<file path="src/sv/dceq_pkg.sv">
package dceq_pkg;

  // Sequencer states of the event queue.
  typedef enum logic [2:0] {
    ST_IDLE,
    ST_PUSH,
    ST_DRAIN_RD,
    ST_DRAIN_CHK,
    ST_FINISH
  } dceq_state_e;

  // Result of the shared tick comparator.
  typedef struct packed {
    logic eq;
    logic le;
  } dceq_cmp_t;

  localparam int unsigned TICK_W      = 32;
  localparam int unsigned DELAY_W     = 16;
  localparam int unsigned ACTION_W    = 5;
  localparam int unsigned OUT_WORD_W  = 16;
  localparam int unsigned OUT_COUNT_W = 4;
  localparam int unsigned IN_DATA_W   = 72;
  localparam int unsigned OUT_DATA_W  = 40;
  localparam int unsigned APB_AW      = 3;
  localparam int unsigned APB_DW      = 32;

  localparam logic        MODE_PUSH  = 1'b0;
  localparam logic        MODE_DRAIN = 1'b1;

  localparam logic [APB_AW-1:0] ADDR_INPUT_DELAY = 3'h0;

endpackage

</file>
<file path="src/sv/dceq_cmp.sv">
// Shared 32-bit tick comparator: equality for pushes, less-or-equal for drains.
module dceq_cmp (
  input  logic [dceq_pkg::TICK_W-1:0] a_i,
  input  logic [dceq_pkg::TICK_W-1:0] b_i,
  output dceq_pkg::dceq_cmp_t         res_o
);

  assign res_o.eq = (a_i == b_i);
  assign res_o.le = (a_i <= b_i);

endmodule

</file>
<file path="src/sv/dceq_ring.sv">
// Ring storage: one write port and one registered read port.
module dceq_ring #(
  parameter int unsigned DEPTH  = 16,
  parameter int unsigned IDX_W  = 4,
  parameter int unsigned DATA_W = 48
) (
  input  logic              clk_i,
  input  logic              we_i,
  input  logic [IDX_W-1:0]  waddr_i,
  input  logic [DATA_W-1:0] wdata_i,
  input  logic              re_i,
  input  logic [IDX_W-1:0]  raddr_i,
  output logic [DATA_W-1:0] rdata_o
);

  logic [DATA_W-1:0] mem [DEPTH];

  always_ff @(posedge clk_i) begin
    if (we_i) begin
      mem[waddr_i] <= wdata_i;
    end
  end

  always_ff @(posedge clk_i) begin
    if (re_i) begin
      rdata_o <= mem[raddr_i];
    end
  end

endmodule

</file>
<file path="src/sv/delayed_control_event_queue.sv">
// Channel   | Direction | Contents
// ----------+-----------+---------------------------------------------------------
// s_axis    | in        | tuser: mode; tdata: bit number, level, event_tick, sim_tick
// m_axis    | out       | tdata: applied, pending, queue_count, dropped_oldest
// apb       | in/out    | register 0 at byte address 0: input_delay
//
// Push: the item is taken and its tick stamped, the ring is updated, then the result is
// loaded into the output register. Drain: each popped entry, and an entry not yet due at
// which it stops, is read from the ring and then checked, as the ring has one registered
// read port and each entry then goes through the shared comparator. No item is taken while
// one is in progress, and a stalled result holds the sequencer in its last state.
// Reset is asynchronous and clears the control state; the ring is read only where written.
module delayed_control_event_queue #(
  parameter int unsigned QUEUE_DEPTH  = 16,
  parameter int unsigned CONTROL_BITS = 16
) (
  input  logic                              clk_i,
  input  logic                              rst_ni,
  // Input stream.
  input  logic                              s_axis_tvalid,
  output logic                              s_axis_tready,
  // [4:0] control bit number, [5] level, [37:6] event_tick, [69:38] sim_tick, [71:70] zero
  input  logic [dceq_pkg::IN_DATA_W-1:0]    s_axis_tdata,
  // [0] mode
  input  logic                              s_axis_tuser,
  // Output stream.
  output logic                              m_axis_tvalid,
  input  logic                              m_axis_tready,
  // [15:0] applied_controls, [31:16] pending_controls, [35:32] queue_count,
  // [36] dropped_oldest, [39:37] zero
  output logic [dceq_pkg::OUT_DATA_W-1:0]   m_axis_tdata,
  // Configuration port.
  input  logic                              psel,
  input  logic                              penable,
  input  logic                              pwrite,
  input  logic [dceq_pkg::APB_AW-1:0]       paddr,
  input  logic [dceq_pkg::APB_DW-1:0]       pwdata,
  output logic [dceq_pkg::APB_DW-1:0]       prdata,
  output logic                              pready
);

  localparam int unsigned IW     = (QUEUE_DEPTH > 1) ? $clog2(QUEUE_DEPTH) : 1;
  localparam int unsigned CW     = IW + 1;
  localparam int unsigned SLOT_W = dceq_pkg::TICK_W + CONTROL_BITS;

  dceq_pkg::dceq_state_e state_q, state_d;

  logic                            mode_q;
  logic [dceq_pkg::ACTION_W-1:0]   action_q;
  logic                            level_q;
  logic [dceq_pkg::TICK_W-1:0]     tick_q;
  logic [dceq_pkg::DELAY_W-1:0]    delay_q;
  logic [IW-1:0]                   rd_q, rd_d;
  logic [IW-1:0]                   wr_q, wr_d;
  logic [IW-1:0]                   last_q, last_d;
  // Shadow copy of the last pushed entry, so a push needs no ring read.
  logic [dceq_pkg::TICK_W-1:0]     last_time_q, last_time_d;
  logic [CONTROL_BITS-1:0]         last_word_q, last_word_d;
  logic [CONTROL_BITS-1:0]         cur_word_q, cur_word_d;
  logic                            drop_q, drop_d;
  logic                            out_valid_q;
  logic [dceq_pkg::OUT_DATA_W-1:0] out_data_q;

  logic                            in_xfer;
  logic                            out_free;
  logic                            cfg_write;
  logic                            ring_we;
  logic [IW-1:0]                   ring_waddr;
  logic [SLOT_W-1:0]               ring_wdata;
  logic                            ring_re;
  logic [SLOT_W-1:0]               ring_rdata;
  logic [dceq_pkg::TICK_W-1:0]     slot_time;
  logic [CONTROL_BITS-1:0]         slot_word;
  logic [dceq_pkg::TICK_W-1:0]     cmp_a;
  logic [dceq_pkg::TICK_W-1:0]     cmp_b;
  dceq_pkg::dceq_cmp_t             cmp_res;
  logic [CONTROL_BITS-1:0]         bit_sel;
  logic [CONTROL_BITS-1:0]         new_word;
  logic [IW-1:0]                   wr_next;
  logic [IW-1:0]                   rd_next;
  logic [CW-1:0]                   count_full;

  function automatic logic [IW-1:0] next_idx(input logic [IW-1:0] idx);
    logic [IW-1:0] nxt;
    if (idx == IW'(QUEUE_DEPTH - 1)) begin
      nxt = '0;
    end else begin
      nxt = idx + 1'b1;
    end
    return nxt;
  endfunction

  assign in_xfer   = s_axis_tvalid && s_axis_tready;
  assign out_free  = !out_valid_q || m_axis_tready;
  assign cfg_write = psel && penable && pwrite && pready;

  // Configuration port: single register, always ready.
  assign pready = 1'b1;
  assign prdata = (paddr == dceq_pkg::ADDR_INPUT_DELAY) ?
                  dceq_pkg::APB_DW'(delay_q) : '0;

  always_ff @(posedge clk_i or negedge rst_ni) begin
    if (!rst_ni) begin
      delay_q <= '0;
    end else if (cfg_write && (paddr == dceq_pkg::ADDR_INPUT_DELAY)) begin
      delay_q <= pwdata[dceq_pkg::DELAY_W-1:0];
    end
  end

  // Capture the item. For a push the stamped tick is formed here; for a drain the
  // simulated tick is kept in the same register.
  always_ff @(posedge clk_i) begin
    if (in_xfer) begin
      mode_q   <= s_axis_tuser;
      action_q <= s_axis_tdata[4:0];
      level_q  <= s_axis_tdata[5];
      if (s_axis_tuser == dceq_pkg::MODE_DRAIN) begin
        tick_q <= s_axis_tdata[69:38];
      end else begin
        tick_q <= s_axis_tdata[37:6] + dceq_pkg::TICK_W'(delay_q);
      end
    end
  end

  dceq_ring #(
    .DEPTH  (QUEUE_DEPTH),
    .IDX_W  (IW),
    .DATA_W (SLOT_W)
  ) u_ring (
    .clk_i   (clk_i),
    .we_i    (ring_we),
    .waddr_i (ring_waddr),
    .wdata_i (ring_wdata),
    .re_i    (ring_re),
    .raddr_i (rd_q),
    .rdata_o (ring_rdata)
  );

  assign slot_time = ring_rdata[SLOT_W-1:CONTROL_BITS];
  assign slot_word = ring_rdata[CONTROL_BITS-1:0];

  // The comparator serves both modes: the push checks the stamped tick against the
  // last entry's tick, the drain checks the head entry's tick against sim_tick.
  assign cmp_a = (state_q == dceq_pkg::ST_DRAIN_CHK) ? slot_time : tick_q;
  assign cmp_b = (state_q == dceq_pkg::ST_DRAIN_CHK) ? tick_q : last_time_q;

  dceq_cmp u_cmp (
    .a_i   (cmp_a),
    .b_i   (cmp_b),
    .res_o (cmp_res)
  );

  // One-hot control bit; a bit number of zero or beyond the word selects nothing.
  always_comb begin
    for (int k = 0; k < int'(CONTROL_BITS); k++) begin
      bit_sel[k] = (int'(action_q) == k + 1);
    end
  end

  assign new_word = level_q ? (last_word_q | bit_sel) : (last_word_q & ~bit_sel);
  assign wr_next  = next_idx(wr_q);
  assign rd_next  = next_idx(rd_q);

  assign count_full = (wr_q >= rd_q) ? (CW'(wr_q) - CW'(rd_q)) :
                      (CW'(wr_q) + CW'(QUEUE_DEPTH) - CW'(rd_q));

  always_comb begin
    state_d     = state_q;
    rd_d        = rd_q;
    wr_d        = wr_q;
    last_d      = last_q;
    last_time_d = last_time_q;
    last_word_d = last_word_q;
    cur_word_d  = cur_word_q;
    drop_d      = drop_q;
    ring_we     = 1'b0;
    ring_waddr  = wr_q;
    ring_wdata  = {tick_q, new_word};
    ring_re     = 1'b0;

    case (state_q)
      dceq_pkg::ST_IDLE: begin
        if (in_xfer) begin
          drop_d  = 1'b0;
          state_d = (s_axis_tuser == dceq_pkg::MODE_DRAIN) ?
                    dceq_pkg::ST_DRAIN_RD : dceq_pkg::ST_PUSH;
        end
      end
      dceq_pkg::ST_PUSH: begin
        if (new_word != last_word_q) begin
          ring_we     = 1'b1;
          last_word_d = new_word;
          if (cmp_res.eq) begin
            // Same tick as the last entry: overwrite it in place.
            ring_waddr = last_q;
            ring_wdata = {last_time_q, new_word};
          end else begin
            last_d      = wr_q;
            last_time_d = tick_q;
            wr_d        = wr_next;
            if (wr_next == rd_q) begin
              rd_d   = rd_next;
              drop_d = 1'b1;
            end
          end
        end
        state_d = dceq_pkg::ST_FINISH;
      end
      dceq_pkg::ST_DRAIN_RD: begin
        if (rd_q != wr_q) begin
          ring_re = 1'b1;
          state_d = dceq_pkg::ST_DRAIN_CHK;
        end else begin
          state_d = dceq_pkg::ST_FINISH;
        end
      end
      dceq_pkg::ST_DRAIN_CHK: begin
        if (cmp_res.le) begin
          cur_word_d = slot_word;
          rd_d       = rd_next;
          state_d    = dceq_pkg::ST_DRAIN_RD;
        end else begin
          state_d = dceq_pkg::ST_FINISH;
        end
      end
      dceq_pkg::ST_FINISH: begin
        if (out_free) begin
          state_d = dceq_pkg::ST_IDLE;
        end
      end
      default: begin
        state_d = dceq_pkg::ST_IDLE;
      end
    endcase
  end

  always_ff @(posedge clk_i or negedge rst_ni) begin
    if (!rst_ni) begin
      state_q     <= dceq_pkg::ST_IDLE;
      rd_q        <= '0;
      wr_q        <= '0;
      last_q      <= '0;
      last_time_q <= '0;
      last_word_q <= '0;
      cur_word_q  <= '0;
      drop_q      <= 1'b0;
    end else begin
      state_q     <= state_d;
      rd_q        <= rd_d;
      wr_q        <= wr_d;
      last_q      <= last_d;
      last_time_q <= last_time_d;
      last_word_q <= last_word_d;
      cur_word_q  <= cur_word_d;
      drop_q      <= drop_d;
    end
  end

  // Output register: loaded when the sequencer finishes and the slot is free.
  always_ff @(posedge clk_i or negedge rst_ni) begin
    if (!rst_ni) begin
      out_valid_q <= 1'b0;
    end else if ((state_q == dceq_pkg::ST_FINISH) && out_free) begin
      out_valid_q <= 1'b1;
    end else if (m_axis_tready) begin
      out_valid_q <= 1'b0;
    end
  end

  always_ff @(posedge clk_i) begin
    if ((state_q == dceq_pkg::ST_FINISH) && out_free) begin
      out_data_q <= {3'b000,
                     drop_q && (mode_q == dceq_pkg::MODE_PUSH),
                     dceq_pkg::OUT_COUNT_W'(count_full),
                     dceq_pkg::OUT_WORD_W'(last_word_q),
                     dceq_pkg::OUT_WORD_W'(cur_word_q)};
    end
  end

  assign s_axis_tready = (state_q == dceq_pkg::ST_IDLE);
  assign m_axis_tvalid = out_valid_q;
  assign m_axis_tdata  = out_data_q;

endmodule

</file>
<file path="config.mk">
export PLATFORM = sky130hd
export DESIGN_NAME = delayed_control_event_queue
export DESIGN_NICKNAME = d
export VERILOG_FILES = /design/src/sv/dceq_pkg.sv /design/src/sv/dceq_cmp.sv /design/src/sv/dceq_ring.sv /design/src/sv/delayed_control_event_queue.sv
export SDC_FILE = /design/constraint.sdc
export NUM_CORES = 1
export LEC_CHECK = 0
export ABC_AREA = 0
export BUFFER_PORTS_ARGS = -buffer_cell sky130_fd_sc_hd__buf_2
export CAP_MARGIN = 15
export CORE_ASPECT_RATIO = 0.8
export CORE_MARGIN = 8
export CORE_UTILIZATION = 45
export CTS_BUF_LIST = sky130_fd_sc_hd__clkbuf_16
export DETAILED_ROUTE_END_ITERATION = 10
export PLACE_DENSITY_LB_ADDON = 0.2
export SYNTH_ARGS = -nofsm -noshare
export SYNTH_HDL_FRONTEND = slang
export SYNTH_SLANG_ARGS = --single-unit
</file>
<file path="constraint.sdc">
create_clock -name clk_i -period 12.05 [get_ports clk_i]
set_clock_uncertainty 0.1 [all_clocks]
set_input_delay 1.205 -clock clk_i [delete_from_list [all_inputs] [get_ports clk_i]]
set_output_delay 1.205 -clock clk_i [all_outputs]
set_load 0.02 [all_outputs]
</file>
==> impl_metrics.json, run 1 <==
{
  "outcome": "completed",
  "synth.most_common_cell": "edfxtp_1",
  "seqCellArea_um2": 29200,
  "relSlewSlack": 0.205,
  "end_kind": "register",
  "coreArea_um2": 90700,
  "ys_warn_count": 0,
  "grt.overflow.total": 0,
  "grt_pass1_wl_mm": 142,
  "clock-sinks": 989,
  "wl_per_cell_um": 26.3,
  "drt-total-wl_mm": 96.7,
  "die_w_um": 353,
  "finalCritPeriodShare": 0.547,
  "tightestPinTransition_ns": 1.19,
  "cp_cell_sequence": "nand3b_1, buf_4, mux2i_1, ha_1, nand4_1, nor4_1, and3_1, mux2i_1, nor2_1, nand2_1, a21oi_4, buf_4",
  "timing.hold.ws_ns": 0.347,
  "htreeDepth": 3,
  "syn-mean-instance-area_um2": 18.6,
  "synthesis.instances": 2199,
  "crit_type": "reg2reg",
  "drc": 0,
  "slowest_stage": "a21oi_4",
  "leakage_nw": 16.2,
  "postRouteAntennaNets": 0,
  "vias_per_cell": 5.66,
  "cts_setup_buffers": 0,
  "crit_path_start_kind": "register",
  "hp-class": "reg2reg",
  "multiInputGateArea_um2": 11300,
  "setup_tns_ns": 0,
  "nFillCells": 7325,
  "cts_root_buffer": "clkbuf_16",
  "place_inst": 3492,
  "grt_max_degree": 160,
  "areaGrowthSynthToFinish_pct": 12.9,
  "synth_top_area_frac": 0.654,
  "die_area_um2": 101000,
  "fin_crit_ns": 6.59,
  "syn_area_um2": 41000,
  "ys_async_sr_fraction": 0.0981,
  "dpl.hpwl_mm": 54.4,
  "start_util": 0.452,
  "rows": 99,
  "finalHoldViolCount": 0,
  "seq_area_frac_synth": 0.713,
  "slew_viol_final": 0,
  "ir_drop_mv": 0.182,
  "synth_largest_area_cell": "edfxtp_1",
  "clk_pin_slew_ns": 0.06,
  "vias": 20800,
  "powerDensity_nw_per_um2": 214,
  "critPathMaxStageDelay_ns": 0.80,
  "worstPathMaxFanout": 61,
  "synth.distinct_cells": 72,
  "rsz0062_at_grt": "false",
  "fmax_ghz": 0.152,
  "tritoncts": "built",
  "clk_path_buf_depth": 3,
  "yosys-top-cells-count": "edfxtp_1, nand2_1, mux4_2",
  "ys_seq_elements": 989,
  "setup_violations": 0,
  "ios": 190,
  "synth-main-ff-cell": "edfxtp_1",
  "critPathArrivalTime_ns": 6.77,
  "drtIter0Drc": 1971,
  "cts_buffers": 97,
  "clkLatencyLatePin_ns": 0.67,
  "crit_required_ns": 12.23,
  "drive_gt1_frac": 0.283,
  "place.gp.congestion": 0.799,
  "die_y_um": 286,
  "port_buffers": 151,
  "synthTopCellsByArea": "edfxtp_1, mux4_2, dfrtp_1, nand2_1, mux2_2",
  "antenna_found_initial": 2,
  "synth_edf_count": 892,
  "total_power_mw": 9.91,
  "max_cap_violations": 0,
  "num-nets-final": 2549,
  "firstDrtPassIters": 5,
  "grt_usage": 0.188,
  "fin_cells": 3677,
  "grt_pass1_vias": 21600,
  "cts-resized-gates": 0,
  "cts_hold_buf": 0
}
==> area by class of cell <==
type,count,area share
multi-input cells,1082,0.244
diodes,1,0.0000541
flip-flops and latches,989,0.632
repair buffers,191,0.0234
inverters,18,0.00146
well taps,1212,0.0328
clock inverters,85,0.0136
clock buffers,99,0.0535
==> routing by layer <==
metal | vias to the layer above | part of all wire | track usage
met1 | 11000 | 0.44 | 0.265
met3 | 148 | 0.056 | 0.0334
met4 | 0 | 0.026 | 0.0543
met5 | - | 0 | 0
li1 | 9067 | - | -
met2 | 582 | 0.48 | 0.302
==> kinds of logic (layout without fill, tap and decap cells) <==
family	Yosys count	after routing	share of synthesized area
compound gates	132	132	0.0209
xor+xnor	40	40	0.00855
fa+ha+maj	55	55	0.0172
buf+inv	146	393	0.0171
flops	989	989	0.713
mux	388	388	0.174
other cells	2	21	0.000183
simple gates	447	447	0.0494
==> final timing paths <==
| path | start | to | slack, ns | cells after the start |
|---|---|---|---|---|
| max in group asynchronous | rst_ni | rd_q[2]$_DFFE_PN0P_ | 9.92 | 2 |
| setup / recovery | state_q[2]$_DFFE_PN0P_ | u_ring.mem[15][22]$_DFFE_PP_ | 5.46 | 12 |
| hold / removal | cur_word_q[13]$_DFFE_PN0P_ | m_axis_tdata[13]$_DFFE_PP_ | 0.35 | 0 |
| hold reg to reg | cur_word_q[13]$_DFFE_PN0P_ | m_axis_tdata[13]$_DFFE_PP_ | 0.35 | 0 |
| min in group asynchronous | rst_ni | cur_word_q[9]$_DFFE_PN0P_ | 0.40 | 1 |
| setup reg to reg | state_q[2]$_DFFE_PN0P_ | u_ring.mem[15][22]$_DFFE_PP_ | 5.46 | 12 |
==> layout by cell type, fill, tap and decap left out, types with 13 or more instances in the layout <==
cell | synthesis | final
edfxtp_1 | 892 | 892
nand2_1 | 271 | 270
mux4_2 | 240 | 240
buf_2 | 12 | 150
clkbuf_16 | 0 | 99
dfrtp_1 | 97 | 93
mux2_2 | 66 | 66
ha_1 | 53 | 53
inv_1 | 18 | 49
mux2i_1 | 47 | 47
o21ai_0 | 41 | 41
buf_4 | 22 | 39
a21oi_1 | 35 | 34
nor2_1 | 43 | 31
mux2_4 | 30 | 30
nand3_1 | 27 | 27
xnor2_1 | 23 | 23
conb_1 | 2 | 20
clkinv_2 | 0 | 20
and2_1 | 20 | 19
xor2_1 | 17 | 17
nor3_1 | 19 | 17
clkinv_1 | 0 | 16
nor2_4 | 0 | 13
==> critical path: cells and delay by family (launching register included) <==
kind,cells,cell delay [ns]
flops,1,0.51
simple gates,6,2.47
buf+inv,2,1.40
fa+ha+maj,1,0.36
compound gates,1,0.80
mux,2,0.41
==> stage by stage <==
| step | instance area (um^2) | util | setup slack (ns) |
|---|---|---|---|
| floorplan | 41000 | - | 4.45 |
| CTS | 46300 | 0.510 | 5.58 |
| global placement | 43200 | 0.476 | 5.71 |
| detailed placement | 43200 | 0.476 | 5.61 |
| finish | 46300 | 0.510 | 5.46 |
| global route | 46300 | 0.510 | 5.14 |
==> sequential cells by signal (all words and copies together) (netlist names) <==
register and cells:
last_time_q 32, tick_q 32, last_word_q 16, action_q 5, state_q 3, u_ring.rdata_o 48
level_q 1, m_axis_tvalid 1, mode_q 1, wr_q 4, m_axis_tdata 37, u_ring.mem 768
delay_q 16, cur_word_q 16, last_q 4, drop_q 1, rd_q 4
==> report_power, final <==
part / internal [mW] / total [mW] / switching (mW)
clock: 1.67 / 2.95 / 1.28
combinational: 1.15 / 2.44 / 1.29
sequential: 4.24 / 4.52 / 0.283
total: 7.05 / 9.91 / 2.85
(Power assumes the default switching activity.)
==> run 2: changes to the inputs <==
Settings changed: ABC_AREA 0 to 1.
Clock period 12.05 ns to 6.2 ns, I/O delays scaled along.
==> impl_metrics.json, run 2 <==
{
  "outcome": "completed",
  "htreeDepth": 3,
  "place.gp.congestion": 0.826,
  "cts-resized-gates": 0,
  "startpoint": "state_q[2]$_DFFE_PN0P_",
  "ys_async_sr_fraction": 0.0981,
  "grt_usage": 0.209,
  "postRouteAntennaNets": 0,
  "cpLargestDelayFamily": "simple AND/OR/NAND/NOR gates",
  "rows": 99,
  "hp-class": "in2reg",
  "port_buffers": 151,
  "drt-total-wl_mm": 109,
  "grt_pass1_wl_mm": 165,
  "timing.hold.ws_ns": 0.0440,
  "critPathMaxStageDelay_ns": 0.57,
  "swShare": 0.340,
  "synthesis.instances": 3564,
  "rsz0062_at_grt": "false",
  "worst-r2r-cell-count": 20,
  "start_util": 0.455,
  "grt.overflow.total": 0,
  "slowest_stage": "nor2_4",
  "relSlewSlack": 0.274,
  "die_w_um": 356,
  "die_y_um": 288,
  "reg2reg_to": "u_ring.mem[1][26]$_DFFE_PP_",
  "finalCritPeriodShare": 0.857,
  "firstDrtPassIters": 5,
  "crit_required_ns": 6.42,
  "ir_drop_mv": 0.356,
  "clk_pin_slew_ns": 0.07,
  "layout_commonest_cell": "edfxtp_1",
  "largest_reg_flops": 768,
  "areaGrowthSynthToFinish_pct": 13.5,
  "synth_top_area_frac": 0.644,
  "end_kind": "register",
  "syn-mean-instance-area_um2": 11.7,
  "worstPathMaxFanout": 54,
  "synth.most_common_cell": "edfxtp_1",
  "finalHoldViolCount": 0,
  "total_power_mw": 19.5,
  "crit_path_start_kind": "register",
  "clk_path_buf_depth": 3,
  "dpl.hpwl_mm": 59.2,
  "synthTopCellsByArea": "edfxtp_1, o21ai_0, dfrtp_1, nand2_1, nor2_1",
  "place_inst": 4816,
  "cts_setup_buffers": 0,
  "ys_seq_elements": 989,
  "min_from": "pwdata[14]",
  "pwr-share-seq": 0.444,
  "cp_cell_sequence": "inv_1, nand2_1, nor2_4, buf_12, buf_4, o21ai_0, ha_1, nand2_1, inv_1, nand4_1, nor2_1, nand2_1, nand2_1, o21ai_0, nand3_1, nand2_1, nor2_1, nand3_1, nor2_4, buf_12",
  "yosys-top-cells-count": "edfxtp_1, o21ai_0, nand2_1",
  "powerDensity_nw_per_um2": 414,
  "setup_tns_ns": 0,
  "vias": 27700,
  "path_buf_inv": 5,
  "slew_viol_final": 0,
  "ios": 190,
  "num-nets-final": 3885,
  "vias_per_cell": 5.52,
  "worst_path_most_repeated_cell": "nand2_1",
  "worstHoldEndpoint": "delay_q[14]$_DFFE_PN0P_",
  "p_comb_frac": 0.266,
  "synth_largest_area_cell": "edfxtp_1",
  "place_ws_ns": 1.04,
  "synth-main-ff-cell": "edfxtp_1",
  "clock-sinks": 989,
  "tritoncts": "built",
  "wl_per_cell_um": 21.7,
  "leakage_nw": 17.0,
  "synth.distinct_cells": 46,
  "syn_area_um2": 41600,
  "clkLatencyLatePin_ns": 0.69,
  "fmax_ghz": 0.188,
  "drtIter0Drc": 3001,
  "seq_area_frac_synth": 0.702,
  "r2r-start": "state_q[2]$_DFFE_PN0P_",
  "critPathArrivalTime_ns": 5.53,
  "antenna_cells": 0,
  "top_register": "u_ring.mem",
  "synth_edf_count": 892,
  "reg2reg_setup_slack_ns": 0.89,
  "antenna_found_initial": 0,
  "die_area_um2": 102000,
  "whs_path_depth": 3,
  "power.internal_mw": 12.9,
  "cts_root_buffer": "clkbuf_16",
  "crit_type": "reg2reg",
  "grt_pass1_vias": 26300,
  "drive_gt1_frac": 0.117,
  "cts_buffers": 99,
  "cts_hold_buf": 7,
  "mostFrequentLayoutCells": "edfxtp_1, o21ai_0, nand2_1, nor2_1, inv_1",
  "tightestPinTransition_ns": 1.09,
  "grt_max_degree": 191,
  "ys_warn_count": 0,
  "setup_violations": 0,
  "max_cap_violations": 0,
  "power.share.clock": 0.290,
  "fin_crit_ns": 5.31,
  "drc": 0,
  "coreArea_um2": 91400,
  "fin_cells": 5013,
  "switching_power_mw": 6.65,
  "setup_slack_ns": 0.887
}
-- run 2: cell types whose count changed in the layout (fill, tap and decap cells not counted), moves of 30 or more --
cell,before,now
buf_4,39,86
inv_1,49,187
mux2_2,66,1
mux2_4,30,0
mux2i_1,47,0
mux4_2,240,0
nand2_1,270,512
nand3_1,27,155
nor2_1,31,477
o21ai_0,41,572
o221ai_1,0,72
o22ai_1,1,122
-- run 2: cell type report --
cell class                 instances  area, um^2
fill                            7942       44200
sequential                       989       29200
multi-input combinational       2197       11000
clock buffer                      99        2480
timing repair buffer             257        1740
tap                             1212        1520
inverter                         171         652
clock inverter                    88         589
-- run 2: logic make-up after synthesis --
family | after synthesis | share of synthesized area
xor+xnor | 15 | 0.00316
flops | 989 | 0.702
fa+ha+maj | 55 | 0.0169
buf+inv | 396 | 0.0387
mux | 1 | 0.000271
compound gates | 885 | 0.120
simple gates | 1221 | 0.119
other cells | 2 | 0.000181
-- run 2: worst max-delay path by stage --
stage	endpoint	slack [ns]	cells after the start
final	u_ring.mem[1][26]$_DFFE_PP_	0.89	20
after floorplan	u_ring.mem[1][0]$_DFFE_PP_	0.47	20
after global routing	u_ring.mem[1][28]$_DFFE_PP_	0.50	20
after CTS	u_ring.mem[1][26]$_DFFE_PP_	0.97	20
after detailed placement	u_ring.mem[1][23]$_DFFE_PP_	1.04	20
after global placement	u_ring.mem[1][24]$_DFFE_PP_	1.12	20
-- run 2: power by group through the flow --
stage	clock (mW)	sequential [mW]	combinational (mW)
2_1_floorplan	0	8.68	3.46
3_3_place_gp	0	8.80	5.11
3_5_place_dp	0	8.81	5.17
4_1_cts	5.77	8.67	5.20
5_1_grt	6.02	8.72	5.86
6_report	5.68	8.67	5.20
-- run 2: metrics by stage --
stage	area, um^2	util
after floorplan	41700	-
after global placement	44000	0.482
after detailed placement	44000	0.482
after CTS	47200	0.516
after global routing	47200	0.516
final	47200	0.516
-- run 2: worst register-to-register path: stages (launching register included) --
cell,delay [ns]
dfrtp_1,0.42
inv_1,0.11
nand2_1,0.10
nor2_4,0.57
buf_12,0.32
buf_4,0.27
o21ai_0,0.11
ha_1,0.31
nand2_1,0.08
inv_1,0.05
nand4_1,0.23
nor2_1,0.18
nand2_1,0.31
nand2_1,0.14
o21ai_0,0.16
nand3_1,0.16
nand2_1,0.15
nor2_1,0.24
nand3_1,0.17
nor2_4,0.39
buf_12,0.36
-- run 2: per-layer routing --
metal | up-vias | global-route usage | wire [um]
met5 | - | 0 | 0
met4 | 0 | 0.0472 | 2050
met3 | 137 | 0.0350 | 7680
met2 | 896 | 0.317 | 48600
met1 | 13600 | 0.314 | 50600
li1 | 13100 | - | -
==> run 3: changes to the inputs <==
Settings changed: BUFFER_PORTS_ARGS -buffer_cell sky130_fd_sc_hd__buf_2 to unset, DONT_BUFFER_PORTS set to 1.
==> impl_metrics.json, run 3 (synthesis gave the netlist of run 2 again) <==
{
  "powerDensity_nw_per_um2": 416,
  "max_cap_violations": 0,
  "areaGrowthSynthToFinish_pct": 11.9,
  "reg2reg_to": "u_ring.mem[8][23]$_DFFE_PP_",
  "outcome": "completed",
  "die_w_um": 356,
  "crit_cells": 20,
  "crit_required_ns": 6.44,
  "grt_pass1_vias": 25300,
  "firstDrtPassIters": 6,
  "antenna_cells": 0,
  "clk_pin_slew_ns": 0.06,
  "largest_reg_flops": 768,
  "postRouteAntennaNets": 0,
  "crit_type": "reg2reg",
  "rows": 99,
  "cts_buffers": 98,
  "htreeDepth": 3,
  "drtIter0Drc": 2762,
  "fmax_ghz": 0.186,
  "setup_violations": 0,
  "end_kind": "register",
  "utilization": 0.509,
  "critPathMaxStageDelay_ns": 0.57,
  "r2r-start": "state_q[2]$_DFFE_PN0P_",
  "num-nets-final": 3748,
  "tritoncts": "built",
  "antenna_found_initial": 1,
  "drc": 0,
  "ir_drop_mv": 0.306,
  "cpLargestDelayFamily": "simple AND/OR/NAND/NOR gates",
  "place.gp.congestion": 0.831,
  "cts-resized-gates": 0,
  "dpl.hpwl_mm": 58.3,
  "cp_cell_sequence": "inv_1, nand2_1, nor2_4, buf_12, nand2_1, o21ai_0, ha_1, nand2_1, nor3_1, nand3_1, inv_1, nand2_1, nand2_1, o21ai_0, nand2_1, nand2_1, inv_2, nand2_1, nor2_4, buf_12",
  "rsz0062_at_grt": "false",
  "slew_viol_final": 0,
  "start_util": 0.455,
  "setup_slack_ns": 0.812,
  "clock-sinks": 989,
  "tightestPinTransition_ns": 1.11,
  "grt_pass1_wl_mm": 158,
  "total_power_mw": 19.4,
  "reg2reg_setup_slack_ns": 0.81,
  "critPathArrivalTime_ns": 5.63,
  "wl_per_cell_um": 21.7,
  "leakage_nw": 16.4,
  "vias_per_cell": 5.61,
  "clkLatencyLatePin_ns": 0.67,
  "relSlewSlack": 0.262,
  "setup_tns_ns": 0,
  "drive_gt1_frac": 0.0796,
  "nFillCells": 7959,
  "die_y_um": 288,
  "startpoint": "state_q[2]$_DFFE_PN0P_",
  "ios": 190,
  "path_buf_inv": 5,
  "worstPathMaxFanout": 86,
  "grt.overflow.total": 0,
  "top_register": "u_ring.mem",
  "hp-class": "in2reg",
  "vias": 27300,
  "grt_max_degree": 191,
  "slowest_stage": "nor2_4",
  "clk_path_buf_depth": 3,
  "port_buffers": 0,
  "worst_path_most_repeated_cell": "nand2_1",
  "crit_path_start_kind": "register",
  "timing.hold.ws_ns": 0.0429,
  "place_ws_ns": 0.841,
  "fin_crit_ns": 5.39,
  "layout_commonest_cell": "edfxtp_1",
  "drt-total-wl_mm": 105,
  "cts_root_buffer": "clkbuf_16",
  "die_area_um2": 102000,
  "cp-endpoint": "u_ring.mem[8][23]$_DFFE_PP_",
  "coreArea_um2": 91400,
  "worst-r2r-cell-count": 20,
  "mostFrequentLayoutCells": "edfxtp_1, o21ai_0, nand2_1, nor2_1, inv_1",
  "grt_usage": 0.199,
  "finalCritPeriodShare": 0.869,
  "finalHoldViolCount": 0
}
[run 3: changes by cell type in the layout (fill, tap and decap cells not counted), sizes merged]
cell and change:
clkinv -7, inv -4, buf -154, bufinv +1, dlygate4sd3 +18
[run 3: worst min path at each step]
| stage | to | cells after the start | start | slack [ns] |
|---|---|---|---|---|
| CTS | tick_q[1]$_DFFE_PP_ | 2 | s_axis_tdata[39] | 0.006 |
| detailed placement | cur_word_q[10]$_DFFE_PN0P_ | 0 | rst_ni | 0.23 |
| global route | tick_q[8]$_DFFE_PP_ | 2 | s_axis_tdata[46] | 0.03 |
| floorplan | cur_word_q[0]$_DFFE_PN0P_ | 0 | rst_ni | 0.22 |
| finish | tick_q[8]$_DFFE_PP_ | 2 | s_axis_tdata[46] | 0.04 |
| global placement | cur_word_q[10]$_DFFE_PN0P_ | 0 | rst_ni | 0.23 |
[run 3: metrics by stage]
| stage | area, um^2 | instances |
|---|---|---|
| detailed placement | 43300 | 4663 |
| CTS | 46500 | 4866 |
| finish | 46500 | 4867 |
| global placement | 43300 | 4662 |
| floorplan | 41700 | 3582 |
| global route | 46500 | 4867 |
[run 3: where the power goes]
| group | internal [mW] | switching, mW |
|---|---|---|
| registers | 8.28 | 0.483 |
| clock network | 3.10 | 2.48 |
| logic | 1.46 | 3.55 |
| total | 12.8 | 6.52 |
[run 3: repair_timing]
action,in CTS,in global routing
hold endpoints to repair,121,0
hold buffers,26,0
setup buffers,0,0
[run 3: cell type report]
class | instances | area, um^2 | share of cell area
Timing Repair Buffer | 121 | 1150 | 0.0248
Inverter | 171 | 652 | 0.0140
Clock buffer | 99 | 2480 | 0.0532
Clock inverter | 78 | 509 | 0.0109
Tap cell | 1212 | 1520 | 0.0326
Sequential cell | 989 | 29200 | 0.628
Multi-Input combinational cell | 2197 | 11000 | 0.237
[run 3: worst reg2reg max path, delay by kind of cell, from the launching register on]
| family | cells | cell delay [ns] |
|---|---|---|
| DFF | 1 | 0.42 |
| adders and majority gates | 1 | 0.16 |
| buffers and inverters | 5 | 1.04 |
| AOI/OAI and AO/OA | 2 | 0.26 |
| and+or+nand+nor | 12 | 3.09 |
[run 3: routing by layer]
layer  wire (um)  part of all wire  vias up  GRT usage
li1            -                 -    12800          -
met5           0                 0        -          0
met3        6660             0.063      123     0.0268
met4        1820             0.017        0     0.0466
met1       49400              0.47    13500      0.300
met2       47600              0.45      859      0.307
